File: src/hdl/swr_pkg.sv
package swr_pkg;

    // sample width default and working widths
    localparam int SAMPLE_BITS_DEF = 10;
    localparam int RATIO_W         = 32;
    localparam int DIVISOR_W       = 16;
    localparam int ROOT_W          = 16;
    localparam int ROOT_CLAMP_W    = 10;
    localparam int RESULT_W        = 14;

    // arithmetic constants
    localparam int unsigned RATIO_SCALE = 1000000;
    localparam int unsigned ROOT_CLAMP  = 999;
    localparam int unsigned ROOT_ONE    = 1000;
    localparam int unsigned SWR_SCALE   = 100;
    localparam int unsigned SWR_MAX     = 9999;
    localparam int unsigned SWR_UNITY   = 100;
    localparam int unsigned FWD_MIN     = 10;

endpackage

File: src/hdl/swr_divider.sv
module swr_divider (
    input  logic                             clk,
    input  logic                             rst_n,
    input  logic                             start,
    input  logic [swr_pkg::RATIO_W-1:0]      dividend,
    input  logic [swr_pkg::DIVISOR_W-1:0]    divisor,
    output logic                             done,
    output logic [swr_pkg::RATIO_W-1:0]      quotient
);

    localparam int CNT_W = $clog2(swr_pkg::RATIO_W);
    localparam logic [CNT_W-1:0] LAST_STEP = CNT_W'(swr_pkg::RATIO_W - 1);

    logic                             busy_reg;
    logic                             done_reg;
    logic [CNT_W-1:0]                 count_reg;
    logic [swr_pkg::RATIO_W-1:0]      shift_reg;
    logic [swr_pkg::DIVISOR_W-1:0]    rem_reg;
    logic [swr_pkg::DIVISOR_W-1:0]    dsr_reg;

    logic [swr_pkg::DIVISOR_W:0]      trial;
    logic [swr_pkg::DIVISOR_W:0]      diff;
    logic                             fits;

    // one restoring step: bring down the next dividend bit and try the subtract
    always_comb
    begin
        trial = {rem_reg, shift_reg[swr_pkg::RATIO_W-1]};
        diff  = trial - {1'b0, dsr_reg};
        fits  = (trial >= {1'b0, dsr_reg});
    end

    // control
    always_ff @(posedge clk or negedge rst_n)
    begin
        if (!rst_n)
        begin
            busy_reg  <= 1'b0;
            done_reg  <= 1'b0;
            count_reg <= '0;
        end
        else
        begin
            done_reg <= busy_reg && (count_reg == LAST_STEP);
            if (start)
            begin
                busy_reg  <= 1'b1;
                count_reg <= '0;
            end
            else if (busy_reg)
            begin
                count_reg <= count_reg + 1'b1;
                if (count_reg == LAST_STEP)
                begin
                    busy_reg <= 1'b0;
                end
            end
        end
    end

    // datapath: quotient bits shift in behind the dividend
    always_ff @(posedge clk)
    begin
        if (start)
        begin
            shift_reg <= dividend;
            rem_reg   <= '0;
            dsr_reg   <= divisor;
        end
        else if (busy_reg)
        begin
            shift_reg <= {shift_reg[swr_pkg::RATIO_W-2:0], fits};
            rem_reg   <= fits ? diff[swr_pkg::DIVISOR_W-1:0] : trial[swr_pkg::DIVISOR_W-1:0];
        end
    end

    assign done     = done_reg;
    assign quotient = shift_reg;

endmodule

File: src/hdl/swr_root.sv
module swr_root (
    input  logic                          clk,
    input  logic                          rst_n,
    input  logic                          start,
    input  logic [swr_pkg::RATIO_W-1:0]   radicand,
    output logic                          done,
    output logic [swr_pkg::ROOT_W-1:0]    root
);

    localparam int STEPS = swr_pkg::RATIO_W / 2;
    localparam int CNT_W = $clog2(STEPS);
    localparam logic [CNT_W-1:0] LAST_STEP = CNT_W'(STEPS - 1);

    logic                             busy_reg;
    logic                             done_reg;
    logic [CNT_W-1:0]                 count_reg;
    logic [swr_pkg::RATIO_W-1:0]      rem_reg;
    logic [swr_pkg::RATIO_W-1:0]      acc_reg;
    logic [swr_pkg::RATIO_W-1:0]      bit_reg;

    logic [swr_pkg::RATIO_W:0]        trial;
    logic                             fits;

    // one bit of the root per step
    always_comb
    begin
        trial = {1'b0, acc_reg} + {1'b0, bit_reg};
        fits  = ({1'b0, rem_reg} >= trial);
    end

    // control
    always_ff @(posedge clk or negedge rst_n)
    begin
        if (!rst_n)
        begin
            busy_reg  <= 1'b0;
            done_reg  <= 1'b0;
            count_reg <= '0;
        end
        else
        begin
            done_reg <= busy_reg && (count_reg == LAST_STEP);
            if (start)
            begin
                busy_reg  <= 1'b1;
                count_reg <= '0;
            end
            else if (busy_reg)
            begin
                count_reg <= count_reg + 1'b1;
                if (count_reg == LAST_STEP)
                begin
                    busy_reg <= 1'b0;
                end
            end
        end
    end

    // datapath: start with the top even bit and walk down two at a time
    always_ff @(posedge clk)
    begin
        if (start)
        begin
            rem_reg <= radicand;
            acc_reg <= '0;
            bit_reg <= {2'b01, {(swr_pkg::RATIO_W - 2){1'b0}}};
        end
        else if (busy_reg)
        begin
            if (fits)
            begin
                rem_reg <= rem_reg - trial[swr_pkg::RATIO_W-1:0];
                acc_reg <= (acc_reg >> 1) + bit_reg;
            end
            else
            begin
                acc_reg <= acc_reg >> 1;
            end
            bit_reg <= bit_reg >> 2;
        end
    end

    assign done = done_reg;
    assign root = acc_reg[swr_pkg::ROOT_W-1:0];

endmodule

File: src/hdl/swr_ratio_meter_core.sv
// sequence: a forward sample below 10 goes from S_IDLE straight to S_OUT with a unity result,
// otherwise the pair walks S_MUL, S_DIV1, S_ROOT, S_SCALE, S_DIV2 and S_OUT (each unit
// started from its _GO state), running two 32-step divisions and a 16-step root one after another
// flow: sample_stall holds off new pairs outside S_IDLE, also while S_OUT waits on result_stall;
// the next beat can be taken in the cycle after the result is issued
// reset: asynchronous active-low rst_n returns the sequencer to idle and drops result_valid
module swr_ratio_meter_core #(
    parameter int SAMPLE_BITS = swr_pkg::SAMPLE_BITS_DEF
) (
    input  logic                          clk,
    input  logic                          rst_n,
    input  logic                          sample_valid,
    output logic                          sample_stall,
    input  logic [SAMPLE_BITS-1:0]        forward_sample,
    input  logic [SAMPLE_BITS-1:0]        reflected_sample,
    output logic                          result_valid,
    input  logic                          result_stall,
    output logic [swr_pkg::RESULT_W-1:0]  ratio_hundredths
);

    typedef enum logic [3:0] {
        S_IDLE,
        S_MUL,
        S_DIV1_GO,
        S_DIV1,
        S_ROOT_GO,
        S_ROOT,
        S_SCALE,
        S_DIV2_GO,
        S_DIV2,
        S_OUT
    } state_t;

    state_t                               state_reg;
    logic [SAMPLE_BITS-1:0]               fwd_reg;
    logic [SAMPLE_BITS-1:0]               refl_reg;
    logic [swr_pkg::RATIO_W-1:0]          work_reg;
    logic [swr_pkg::ROOT_CLAMP_W-1:0]     root_reg;
    logic [swr_pkg::RESULT_W-1:0]         swr_reg;
    logic                                 result_valid_reg;
    logic [swr_pkg::RESULT_W-1:0]         result_reg;

    logic                                 div_start;
    logic [swr_pkg::DIVISOR_W-1:0]        div_divisor;
    logic                                 div_done;
    logic [swr_pkg::RATIO_W-1:0]          div_quotient;
    logic                                 root_start;
    logic                                 root_done;
    logic [swr_pkg::ROOT_W-1:0]           root_value;
    logic                                 accept;
    logic                                 out_free;

    // handshake
    assign sample_stall = (state_reg != S_IDLE);
    assign accept       = sample_valid && !sample_stall;
    assign out_free     = !result_valid_reg || !result_stall;

    // operand selection for the shared divider
    assign div_start   = (state_reg == S_DIV1_GO) || (state_reg == S_DIV2_GO);
    assign div_divisor = (state_reg == S_DIV1_GO)
                       ? swr_pkg::DIVISOR_W'(fwd_reg)
                       : swr_pkg::DIVISOR_W'(swr_pkg::ROOT_ONE) - swr_pkg::DIVISOR_W'(root_reg);
    assign root_start  = (state_reg == S_ROOT_GO);

    swr_divider u_div (
        .clk      (clk),
        .rst_n    (rst_n),
        .start    (div_start),
        .dividend (work_reg),
        .divisor  (div_divisor),
        .done     (div_done),
        .quotient (div_quotient)
    );

    swr_root u_root (
        .clk      (clk),
        .rst_n    (rst_n),
        .start    (root_start),
        .radicand (work_reg),
        .done     (root_done),
        .root     (root_value)
    );

    // sequencer and result register
    always_ff @(posedge clk or negedge rst_n)
    begin
        if (!rst_n)
        begin
            state_reg        <= S_IDLE;
            result_valid_reg <= 1'b0;
            fwd_reg          <= '0;
            refl_reg         <= '0;
            work_reg         <= '0;
            root_reg         <= '0;
            swr_reg          <= '0;
            result_reg       <= '0;
        end
        else
        begin
            // result taken; a new result loading in the same cycle wins
            if (result_valid_reg && !result_stall && (state_reg != S_OUT))
            begin
                result_valid_reg <= 1'b0;
            end
            unique case (state_reg)
                S_IDLE:
                begin
                    if (accept)
                    begin
                        fwd_reg  <= forward_sample;
                        refl_reg <= reflected_sample;
                        if (forward_sample < SAMPLE_BITS'(swr_pkg::FWD_MIN))
                        begin
                            swr_reg   <= swr_pkg::RESULT_W'(swr_pkg::SWR_UNITY);
                            state_reg <= S_OUT;
                        end
                        else
                        begin
                            state_reg <= S_MUL;
                        end
                    end
                end
                S_MUL:
                begin
                    work_reg  <= swr_pkg::RATIO_W'(refl_reg)
                               * swr_pkg::RATIO_W'(swr_pkg::RATIO_SCALE);
                    state_reg <= S_DIV1_GO;
                end
                S_DIV1_GO:
                begin
                    state_reg <= S_DIV1;
                end
                S_DIV1:
                begin
                    if (div_done)
                    begin
                        work_reg  <= div_quotient;
                        state_reg <= S_ROOT_GO;
                    end
                end
                S_ROOT_GO:
                begin
                    state_reg <= S_ROOT;
                end
                S_ROOT:
                begin
                    if (root_done)
                    begin
                        if (root_value > swr_pkg::ROOT_W'(swr_pkg::ROOT_CLAMP))
                        begin
                            root_reg <= swr_pkg::ROOT_CLAMP_W'(swr_pkg::ROOT_CLAMP);
                        end
                        else
                        begin
                            root_reg <= root_value[swr_pkg::ROOT_CLAMP_W-1:0];
                        end
                        state_reg <= S_SCALE;
                    end
                end
                S_SCALE:
                begin
                    work_reg  <= (swr_pkg::RATIO_W'(swr_pkg::ROOT_ONE)
                                  + swr_pkg::RATIO_W'(root_reg))
                               * swr_pkg::RATIO_W'(swr_pkg::SWR_SCALE);
                    state_reg <= S_DIV2_GO;
                end
                S_DIV2_GO:
                begin
                    state_reg <= S_DIV2;
                end
                S_DIV2:
                begin
                    if (div_done)
                    begin
                        if (div_quotient > swr_pkg::RATIO_W'(swr_pkg::SWR_MAX))
                        begin
                            swr_reg <= swr_pkg::RESULT_W'(swr_pkg::SWR_MAX);
                        end
                        else
                        begin
                            swr_reg <= div_quotient[swr_pkg::RESULT_W-1:0];
                        end
                        state_reg <= S_OUT;
                    end
                end
                S_OUT:
                begin
                    if (out_free)
                    begin
                        result_reg       <= swr_reg;
                        result_valid_reg <= 1'b1;
                        state_reg        <= S_IDLE;
                    end
                end
                default:
                begin
                    state_reg <= S_IDLE;
                end
            endcase
        end
    end

    assign result_valid     = result_valid_reg;
    assign ratio_hundredths = result_reg;

endmodule
File: config.mk
export PLATFORM = sky130hd
export DESIGN_NAME = swr_ratio_meter_core
export DESIGN_NICKNAME = d
export VERILOG_FILES = /design/src/hdl/swr_pkg.sv /design/src/hdl/swr_divider.sv /design/src/hdl/swr_root.sv /design/src/hdl/swr_ratio_meter_core.sv
export SDC_FILE = /design/constraint.sdc
export NUM_CORES = 1
export LEC_CHECK = 0
export BUFFER_PORTS_ARGS = -buffer_cell sky130_fd_sc_hd__buf_2
export CORE_MARGIN = 1
export CORE_UTILIZATION = 66
export CTS_BUF_LIST = sky130_fd_sc_hd__clkbuf_8
export DETAILED_ROUTE_END_ITERATION = 8
export GPL_ROUTABILITY_DRIVEN = 0
export PLACE_DENSITY = 0.82
export SETUP_SLACK_MARGIN = 0.15
export SYNTH_ARGS = -nofsm -noshare
export SYNTH_HDL_FRONTEND = slang
export SYNTH_SLANG_ARGS = --single-unit
File: constraint.sdc
create_clock -name clk -period 7.47 [get_ports clk]
set_input_delay 1.494 -clock clk [delete_from_list [all_inputs] [get_ports clk]]
set_output_delay 1.494 -clock clk [all_outputs]
set_load 0.01 [all_outputs]
# Word level (Yosys, flattened, before mapping)
# Index checks and enable logic that the tools add are counted.
# classes
n_eq_ne,18
add_sub_neg,8
n_reduce_logical,24
magnitude_cmp,5
mul,2
mux,36
# op_table
operator,n
2-to-1 mux 32 bit,7
one-hot mux 32 bit (3 select lines),1
2-to-1 mux 14 bit,4
one-hot mux 4 bit (10 select lines),1
adder 32 x 31 -> 33 bit,1
greater-or-equal comparator 32 x 33 -> 1 bit,1
adder 31 x 31 -> 32 bit,1
"greater-than comparator 32 x 14 -> 1 bit, second input constant",1
2-to-1 mux 4 bit,8
subtractor 32 bit,1
one-hot mux 14 bit (2 select lines),1
"multiplier 10 x 14 -> 24 bit, second input constant",1
2-to-1 mux 10 bit,2
greater-or-equal comparator 17 x 16 -> 1 bit,1
"equality test 4 x 3 -> 1 bit, second input constant",4
"greater-than comparator 16 x 10 -> 1 bit, second input constant",1
"multiplier 11 x 5 -> 16 bit, second input constant",1
2-to-1 mux 16 bit,1
subtractor 16 bit,1
"equality test 4 bit, second input constant",3
"adder 10 x 10 -> 11 bit, first input constant",1
"subtractor 10 x 10 -> 11 bit, first input constant",1
"< comparator 10 x 4 -> 1 bit, second input constant",1
2-to-1 mux 5 bit,2
other kinds (19),46
# word_totals
inputBits,24
register_bits,247
output_inout_bits,16

# Logic depth before layout (Yosys ltp)
# Gate-level depths: netlist of run 1.
# depth
depth_word,6
ltp_mapped,23
mapped_depth_nobuf,20

# Modules after synthesis
# A second synthesis of run 1 with hierarchy kept.
# unflattened
cells_unflattened,2055
area_unflattened_um2,18997.0
# modules_own_cells
module,seq_area_each_um2,cells_each,area_each_um2,n_inst
swr_ratio_meter_core,2377.3,802,7663.6,1
swr_root,2072.0,919,7517.2,1
swr_divider,1936.9,334,3816.2,1

# Worst setup path after synthesis of run 1
# Ideal clock, no wire load.
# synth_timing
kind,reg2reg
startpoint,register u_root.acc_reg[0] (netlist bit)
endpoint,"register u_root.rem_reg[0] (netlist bit), enable pin"
slack_ns,0.572
path_buffers,3
t_arrival_ns,6.433
path_stages_with_launch,21
path_cell_list,dfxtp_1 ha_1 ha_1 a21oi_1 o21ai_0 a21o_1 a31o_2 a31o_2 and3_1 o21ai_0 xor2_1 ha_1 clkbuf_1 nand4_1 or3_1 a21oi_1 nor3_4 or2_1 buf_6 buf_2 o21ai_0
# synth_between
elab_chain_len,4
# synth_lines
element,line,text
start: declaration,swr_root.sv:18,logic [swr_pkg::RATIO_W-1:0] acc_reg;
start signal: assignment,swr_root.sv:73,acc_reg <= (acc_reg >> 1) + bit_reg;
start signal: assignment,swr_root.sv:77,acc_reg <= acc_reg >> 1;
adder 32 x 31 -> 33 bit,swr_root.sv:27,"trial = {1'b0, acc_reg} + {1'b0, bit_reg};"
greater-or-equal comparator 32 x 33 -> 1 bit,swr_root.sv:28,"fits = ({1'b0, rem_reg} >= trial);"
nonzero test 2 bit (no source line),--,
AND reduction 2 bit (no source line),--,
end signal: assignment,swr_root.sv:64,rem_reg <= radicand;
end signal: assignment,swr_root.sv:72,rem_reg <= rem_reg - trial[swr_pkg::RATIO_W-1:0];
end: declaration,swr_root.sv:17,logic [swr_pkg::RATIO_W-1:0] rem_reg;
# No other way between the ends.
# A chain may end at the register's enable or synchronous reset.

# Final worst setup path of run 1
# layout_timing
startpoint,register u_root.acc_reg[4] (netlist bit)
endpoint,"register u_root.rem_reg[22] (netlist bit), enable pin"
# Same word-level chain as after synthesis.

==> impl_results.md, run 1 <==
- Outcome: completed
- Pin count of the biggest net entering global routing: 81
- Die W: 168 um
- Initial Utilization: 0.675
- I/O pins: 40
- Post-route setup TNS: 0 ps
- CTS tree: yes
- Pre-Repair DR Iteration Count: 6
- Deepest clock path buffer count: 3
- Core area: 27,000 um^2
- Routed WL: 43.7 mm
- Die Y: 168 um
- Clock-pin slew on the worst setup and hold paths: 60 ps
- Post-synth ARST share: 0.437
- Post-synth EDFFs: 75
- DP HPWL: 31.3 mm
- Actual slew at the worst max-slew pin: 1210 ps
- Synthesized flop and latch total: 247
- Fraction of layout cells with a size suffix above 1: 0.0936
- Max-slew violations: 0
- CP Capture Type: flop
- # diodes: 0
- Max_slew headroom: 0.193
- Initial antenna violation count: 0
- Worst hold-check path type: reg2reg
- Post-route ant nets: 0
- RSZ-0062 raised after global routing: false
- Clock sinks: 247
- Commonest non-fill, non-tap cell in the layout: nand2_1
- Sequential-to-total area share from yosys stat: 0.342
- Critical path required time: 7690 ps
- Port Buffers: 39
- Avg Inst Size Synth: 8.96 um^2
- Routed length per instance: 18.0 um
- Vias in the first global route: 15,256
- Syn nets: 2,293
- 1st-iter DRT viols: 1,424
- Final Cycle Share: 0.798
- Post-synth cell types: 75
- Crit path DAT: 6180 ps
- Vias: 15,274
- Number of H-tree levels: 2
- Via density: 6.30
- Final #Nets: 2,305
- Hold-fix buffers, CTS: 0
- Post-Synthesis Cells: 2,036
- First-pass GRT wire length: 73.3 mm
- Yosys warnings: 0
- Most frequent cells in the layout: 242 x nand2_1, 200 x ha_1, 174 x nor2_1
- Clock Skew: 22.3 ps
- WS Path Type: reg2reg
- DIE AREA: 28,300 um^2
- Layout area overhead: 7.60%
- Clk_lat worst skew: 580 ps
- Final worst path period need: 5960 ps
- Max Fclk: 0.168 GHz
- CP Launch Type: flop
- Final hold viol count: 0
- Cell Area, Synth: 18,200 um^2
- DR DRC count: 0
- Total CTS buffers: 44
- Post_cts resized: 0
- Post-synth top flop: dfrtp_1
- Setup bufs post-CTS: 0
- Max-cap viol count: 0
- Crit Path Max Fanout: 32
- Remaining global-route overflow: 0
- Cell Rows: 60
- Final setup violation count: 0
- GR Util All Layers: 0.316
- Clock root buffer: clkbuf_8
cell usage after synthesis (all sizes together) (39+ instances only):
master  number  share of area
clkbuf      78          0.016
xnor2       77          0.037
nor2       176          0.037
dfxtp       64          0.070
o21ai      115          0.032
a31oi       39          0.013
inv        131          0.027
edfxtp      75           0.12
a21oi      145          0.040
nand2      242          0.050
xor2        54          0.026
ha         200           0.14
nor3        45          0.015
dfrtp      108           0.15
kinds of logic after synthesis:
logic type,Yosys count,synth area share
buffers and inverters,219,0.0463
DFF,247,0.342
and+or+nand+nor,642,0.163
adders and majority gates,233,0.173
muxes,66,0.0387
AOI/OAI and AO/OA,498,0.174
xor gates and xnor gates,131,0.0629
layer usage:
metal,vias up,part of all wire,track usage
met3,108,0.058,0.0437
met4,0,0.029,0.109
met1,7385,0.42,0.396
met2,491,0.50,0.557
li1,7290,-,-
met5,-,0,0
stage by stage:
| stage | cells | hold slack [ps] | cell area (um^2) | utilization | setup slack, ps |
|---|---|---|---|---|---|
| floorplan | 2036 | 446 | 18200 | - | 572 |
| global placement | 2343 | 464 | 18700 | 0.690 | 1860 |
| detailed placement | 2343 | 471 | 18700 | 0.690 | 1740 |
| CTS | 2424 | 486 | 19600 | 0.727 | 1670 |
| global route | 2424 | 506 | 19600 | 0.727 | 1160 |
| finish | 2424 | 479 | 19600 | 0.727 | 1510 |
cell type report:
cell class | count | area, um^2
repair buffers | 53 | 303
inverters | 132 | 495
clock inverters | 30 | 273
well taps | 341 | 427
multi-input cells | 1570 | 11200
flip-flops and latches | 247 | 6240
fillers | 2012 | 7390
clock buffers | 51 | 702
worst paths after layout:
path	start	to	slack [ps]	depth (start not counted)
max in group asynchronous	rst_n	u_root.busy_reg$_DFF_PN0_	5220	2
hold / removal	ratio_hundredths[5]$_DFFE_PN0P_	ratio_hundredths[5]$_DFFE_PN0P_	480	2
setup reg to reg	u_root.acc_reg[4]$_SDFFE_PP0P_	u_root.rem_reg[22]$_DFFE_PP_	1510	20
setup / recovery	u_root.acc_reg[4]$_SDFFE_PP0P_	u_root.rem_reg[22]$_DFFE_PP_	1510	20
hold reg to reg	ratio_hundredths[5]$_DFFE_PN0P_	ratio_hundredths[5]$_DFFE_PN0P_	480	2
min in group asynchronous	rst_n	u_div.count_reg[2]$_DFFE_PN0P_	880	1
critical path, cell delays in order (launching register included):
cell and delay, ps:
dfxtp_1 400, ha_1 420, a211oi_1 100, a211oi_1 530, a21oi_1 210, o21bai_1 370
a21oi_1 150, nand3_1 150, a41oi_1 210, o21bai_1 220, xnor2_1 90, ha_1 420
nand2_1 80, nand2_1 120, a21oi_1 90, a211oi_1 240, nand2_1 560, or2_1 430
buf_4 220, o21ai_2 130, buf_4 410
Power of run 1 is left out: the tool's default activity adds up to more than one toggle a clock period on the data nets, which glitch-free logic cannot reach.
==> run 2, diff against run 1 <==
- ABC_AREA: default -> 1
- CORE_UTILIZATION: 66 -> 60
- PLACE_DENSITY: 0.82 -> 0.79
- clock period: 7.47 -> 5 ns (I/O delays scaled with it)
==> impl_results.md, run 2 <==
- Via density: 5.72
- Final setup violation count: 0
- Die W: 184 um
- First-pass GRT wire length: 87.1 mm
- Post-route setup TNS: 0 ps
- Hold-fix buffers, CTS: 0
- CP Launch Type: flop
- Most frequent cells in the layout: 625 x nand2_1, 415 x inv_1, 217 x o21ai_0
- 1st-iter DRT viols: 1,834
- Post-synth EDFFs: 75
- DR DRC count: 0
- Actual slew at the worst max-slew pin: 1130 ps
- Clock root buffer: clkbuf_8
- Vias in the first global route: 17,929
- Number of H-tree levels: 2
- Syn nets: 2,952
- Vias: 18,336
- Max_slew headroom: 0.248
- Post-synth cell types: 54
- Post-route ant nets: 0
- WS Path Type: reg2reg
- DP HPWL: 39.7 mm
- Crit Path Max Fanout: 7
- Final #Nets: 2,985
- Fraction of layout cells with a size suffix above 1: 0.0695
- Main area contributors after synthesis: dfrtp_1 14%, ha_1 13%, nand2_1 12%
- Final Cycle Share: 0.905
- Max-cap viol count: 0
- CP Capture Type: flop
- I/O pins: 40
- Deepest clock path buffer count: 3
- Initial Utilization: 0.609
- Crit path DAT: 4980 ps
- Cell Area, Synth: 19,800 um^2
- DIE AREA: 33,800 um^2
- Final worst path period need: 4530 ps
- Total CTS buffers: 45
- Layout area overhead: 7.81%
- Max-slew violations: 0
- Placed cell count: 3,121
- Core area: 32,500 um^2
- Post-synth top area share: 0.136
- Cell Rows: 66
- Clk_lat worst skew: 600 ps
- Top cells by instance count after synthesis: 625 x nand2_1, 399 x inv_1, 218 x o21ai_0
- Post-route insts no fill: 3,203
- Synthesized flop and latch total: 247
- RSZ-0062 raised after global routing: false
- Remaining global-route overflow: 0
- Post-Synthesis Cells: 2,695
- Avg Inst Size Synth: 7.35 um^2
- Cell taking the most area after synthesis: dfrtp_1
- Max Fclk: 0.221 GHz
- Initial antenna violation count: 1
- Reg2reg setup slack: 470 ps
- Clock-pin slew on the worst setup and hold paths: 70 ps
- Final hold viol count: 0
- Clock Skew: 37.5 ps
- Critical path required time: 5450 ps
- Routed WL: 52.4 mm
- CTS tree: yes
- Sequential-to-total area share from yosys stat: 0.315
- Outcome: completed
- Worst hold-check path type: reg2reg
- Pre-Repair DR Iteration Count: 8
- Routed length per instance: 16.4 um
- Top-count cell post-synth: nand2_1
- Post-synth ARST share: 0.437
- Post-synth top flop: dfrtp_1
- Yosys warnings: 0
- Die Y: 184 um
- # diodes: 0
- Clock sinks: 247
- Commonest non-fill, non-tap cell in the layout: nand2_1
- Port Buffers: 39
- GR Util All Layers: 0.319
- Pin count of the biggest net entering global routing: 76
[run 2: cell types whose count changed after synthesis, moves of 36 or more]
cell / change
nand2_1: +383
nand3_1: +160
clkbuf_1: -43
o21ai_0: +103
xnor2_1: -36
inv_1: +268
[run 2: logic make-up (layout without fill, tap and decap cells)]
logic type / after synthesis / in the layout / share of synthesized area
simple gates: 1141 / 1141 / 0.247
compound gates: 486 / 486 / 0.137
buf+inv: 482 / 548 / 0.0948
flops: 247 / 247 / 0.315
fa+ha+maj: 233 / 233 / 0.160
xor+xnor: 99 / 99 / 0.0438
mux: 7 / 7 / 0.00398
[run 2: through the flow]
| stage | utilization | area, um^2 | hold slack, ps | setup WS [ps] |
|---|---|---|---|---|
| 2_1_floorplan | - | 19800 | 443 | 624 |
| 4_1_cts | 0.656 | 21300 | 474 | 369 |
| 3_3_place_gp | 0.626 | 20400 | 459 | 461 |
| 5_1_grt | 0.657 | 21400 | 492 | 194 |
| 3_5_place_dp | 0.626 | 20400 | 464 | 408 |
| 6_report | 0.657 | 21400 | 475 | 473 |
[run 2: worst paths after layout]
kind | start | depth (start not counted) | to
worst max-delay path | refl_reg[2]$_DFFE_PN0P_ | 19 | work_reg[25]$_DFFE_PN0P_
worst min-delay path | u_div.rem_reg[15]$_SDFFE_PN0P_ | 2 | u_div.rem_reg[15]$_SDFFE_PN0P_
worst max register to register | refl_reg[2]$_DFFE_PN0P_ | 19 | work_reg[25]$_DFFE_PN0P_
worst min register to register | u_div.rem_reg[15]$_SDFFE_PN0P_ | 2 | u_div.rem_reg[15]$_SDFFE_PN0P_
max in group asynchronous | rst_n | 2 | u_div.count_reg[1]$_DFFE_PN0P_
min in group asynchronous | rst_n | 1 | work_reg[24]$_DFFE_PN0P_
[run 2: worst max-delay path, stage by stage, from the launching register on]
cell	delay (ps)
dfrtp_2	420
inv_1	110
fa_1	550
inv_1	60
ha_1	300
fa_1	490
inv_1	60
fa_1	500
fa_1	390
inv_1	60
ha_1	290
a21oi_1	190
inv_1	60
a31oi_1	260
nor2_1	70
nor2_1	90
nand2_1	70
or2_2	270
nand3_1	70
a22oi_1	70
[run 2: area by class of cell]
cell class | count | area (um^2)
clock buffers | 47 | 647
clock inverters | 33 | 309
fillers | 2823 | 11200
inverters | 410 | 1540
multi-input cells | 1966 | 11700
flip-flops and latches | 247 | 6240
well taps | 442 | 553
repair buffers | 58 | 340
[run 2: per-layer routing]
layer | global-route usage | part of all wire
met5 | 0 | 0.00021
met4 | 0.118 | 0.034
met3 | 0.0458 | 0.075
met2 | 0.535 | 0.47
met1 | 0.418 | 0.43
[run 2: what timing repair did]
action / CTS / global route
setup endpoints to repair: 0 / 4
gates resized for setup: 0 / 6
hold endpoints to repair: 0 / 0
setup buffers: 0 / 2
Power of run 2 is left out for the same reason.
==> run 3, diff against run 2 <==
- ABC_AREA: 1 -> default
==> impl_results.md, run 3 (synthesis gave the netlist of run 1 again) <==
- Outcome: completed
- Min Hold Slack: 482 ps
- Routed WL: 44.0 mm
- Critical path required time: 5460 ps
- Die W: 176 um
- Clock-pin slew on the worst setup and hold paths: 60 ps
- Most frequent cells in the layout: 241 x nand2_1, 191 x ha_1, 174 x nor2_1
- Initial Utilization: 0.612
- Fill count: 2,304
- Cell Area, Placed: 19,000 um^2
- Actual slew at the worst max-slew pin: 1210 ps
- First-pass GRT wire length: 73.1 mm
- Max-cap viol count: 0
- Final Cycle Share: 0.941
- Multi-input combinational cell area: 11,500 um^2
- Number of H-tree levels: 2
- Vias: 15,345
- Cell Rows: 63
- Routed length per instance: 17.6 um
- CP Launch Type: flop
- DIE AREA: 31,100 um^2
- Clock root buffer: clkbuf_8
- Final core occ: 0.677
- Final worst path period need: 4710 ps
- RSZ-0062 raised after global routing: true
- Via density: 6.13
- Port Buffers: 39
- GR Util All Layers: 0.287
- Final Instance Area: 20,200 um^2
- Pre-Repair DR Iteration Count: 5
- Clock sinks: 247
- Post-route ant nets: 0
- CTS tree: yes
- Initial antenna violation count: 0
- 1st-iter DRT viols: 1,131
- Crit Path Max Fanout: 17
- Final setup violation count: 0
- Final hold viol count: 0
- Pin count of the biggest net entering global routing: 82
- Fraction of layout cells with a size suffix above 1: 0.123
- Hold-fix buffers, CTS: 0
- Placed cell count: 2,414
- Clk_lat worst skew: 560 ps
- Final #Nets: 2,335
- WS Path Type: reg2reg
- Post-route insts no fill: 2,502
- Layout area overhead: 10.5%
- Core area: 29,800 um^2
- Clock Skew: 30.6 ps
- # diodes: 0
- Max Fclk: 0.213 GHz
- DR DRC count: 0
- Max-slew violations: 0
- I/O pins: 40
- Max_slew headroom: 0.196
- Crit path DAT: 5170 ps
- Worst hold-check path type: reg2reg
- Die Y: 176 um
- Deepest clock path buffer count: 3
- CP Capture Type: flop
- DP HPWL: 31.3 mm
- Commonest non-fill, non-tap cell in the layout: nand2_1
- Vias in the first global route: 15,080
- Total CTS buffers: 44
- Register area: 6240 um^2
- Remaining global-route overflow: 0
## run 3: per-stage QoR
| step | setup TNS [ps] | setup slack (ps) |
|---|---|---|
| after floorplan | 0 | 159 |
| after global placement | 0 | 72.8 |
| after detailed placement | -63.0 | -63.0 |
| after CTS | 0 | 103 |
| after global routing | 0 | 47.4 |
| final | 0 | 295 |
## run 3: layout make-up
type                    count  area share
clock buffers              47      0.0321
repair buffers             82      0.0292
well taps                 390      0.0242
clock inverters            33      0.0110
inverters                 132      0.0246
flip-flops and latches    247       0.309
multi-input cells        1571       0.570
## run 3: routing by layer
layer / up-vias / part of all wire / global-route usage
met5: - / 0 / 0
met4: 0 / 0.029 / 0.0930
met3: 106 / 0.054 / 0.0332
met2: 482 / 0.49 / 0.499
met1: 7417 / 0.42 / 0.371
li1: 7340 / - / -
## run 3: final timing paths
path	start	endpoint	slack (ps)	depth (start not counted)
max in group asynchronous	rst_n	swr_reg[4]$_DFFE_PN0P_	3330	2
worst max-delay path	u_root.bit_reg[0]$_SDFFE_PP0P_	u_root.acc_reg[16]$_SDFFE_PP0P_	290	22
worst min-delay path	ratio_hundredths[6]$_DFFE_PN0P_	ratio_hundredths[6]$_DFFE_PN0P_	480	2
min in group asynchronous	rst_n	u_div.count_reg[2]$_DFFE_PN0P_	590	1
worst min register to register	ratio_hundredths[6]$_DFFE_PN0P_	ratio_hundredths[6]$_DFFE_PN0P_	480	2
worst max register to register	u_root.bit_reg[0]$_SDFFE_PP0P_	u_root.acc_reg[16]$_SDFFE_PP0P_	290	22
## run 3: worst max-delay path, cell delays in order (launching register included)
cell and delay (ps):
dfxtp_1 340, ha_1 210, ha_1 220, a21oi_2 210, o21ai_2 120, a21o_1 220, a31o_2 250, a31o_2 260
and3_1 180, o21ai_1 140, xor2_1 310, ha_4 280, a21o_1 190, a21oi_1 150, nor2b_1 90, o31ai_4 290
a21oi_4 110, nor3_4 230, buf_12 200, nor2_4 60, buf_12 140, mux2i_1 130, a211oi_1 270
## run 3: timing repair
item                                    CTS  global route
resized for setup                         3            43
buffers inserted                          0             6
gates cloned                              1             1
endpoints found under the setup margin   10            75
endpoints found under the hold margin     0             0
pin swaps                                 1            17
Power of run 3 is left out for the same reason.
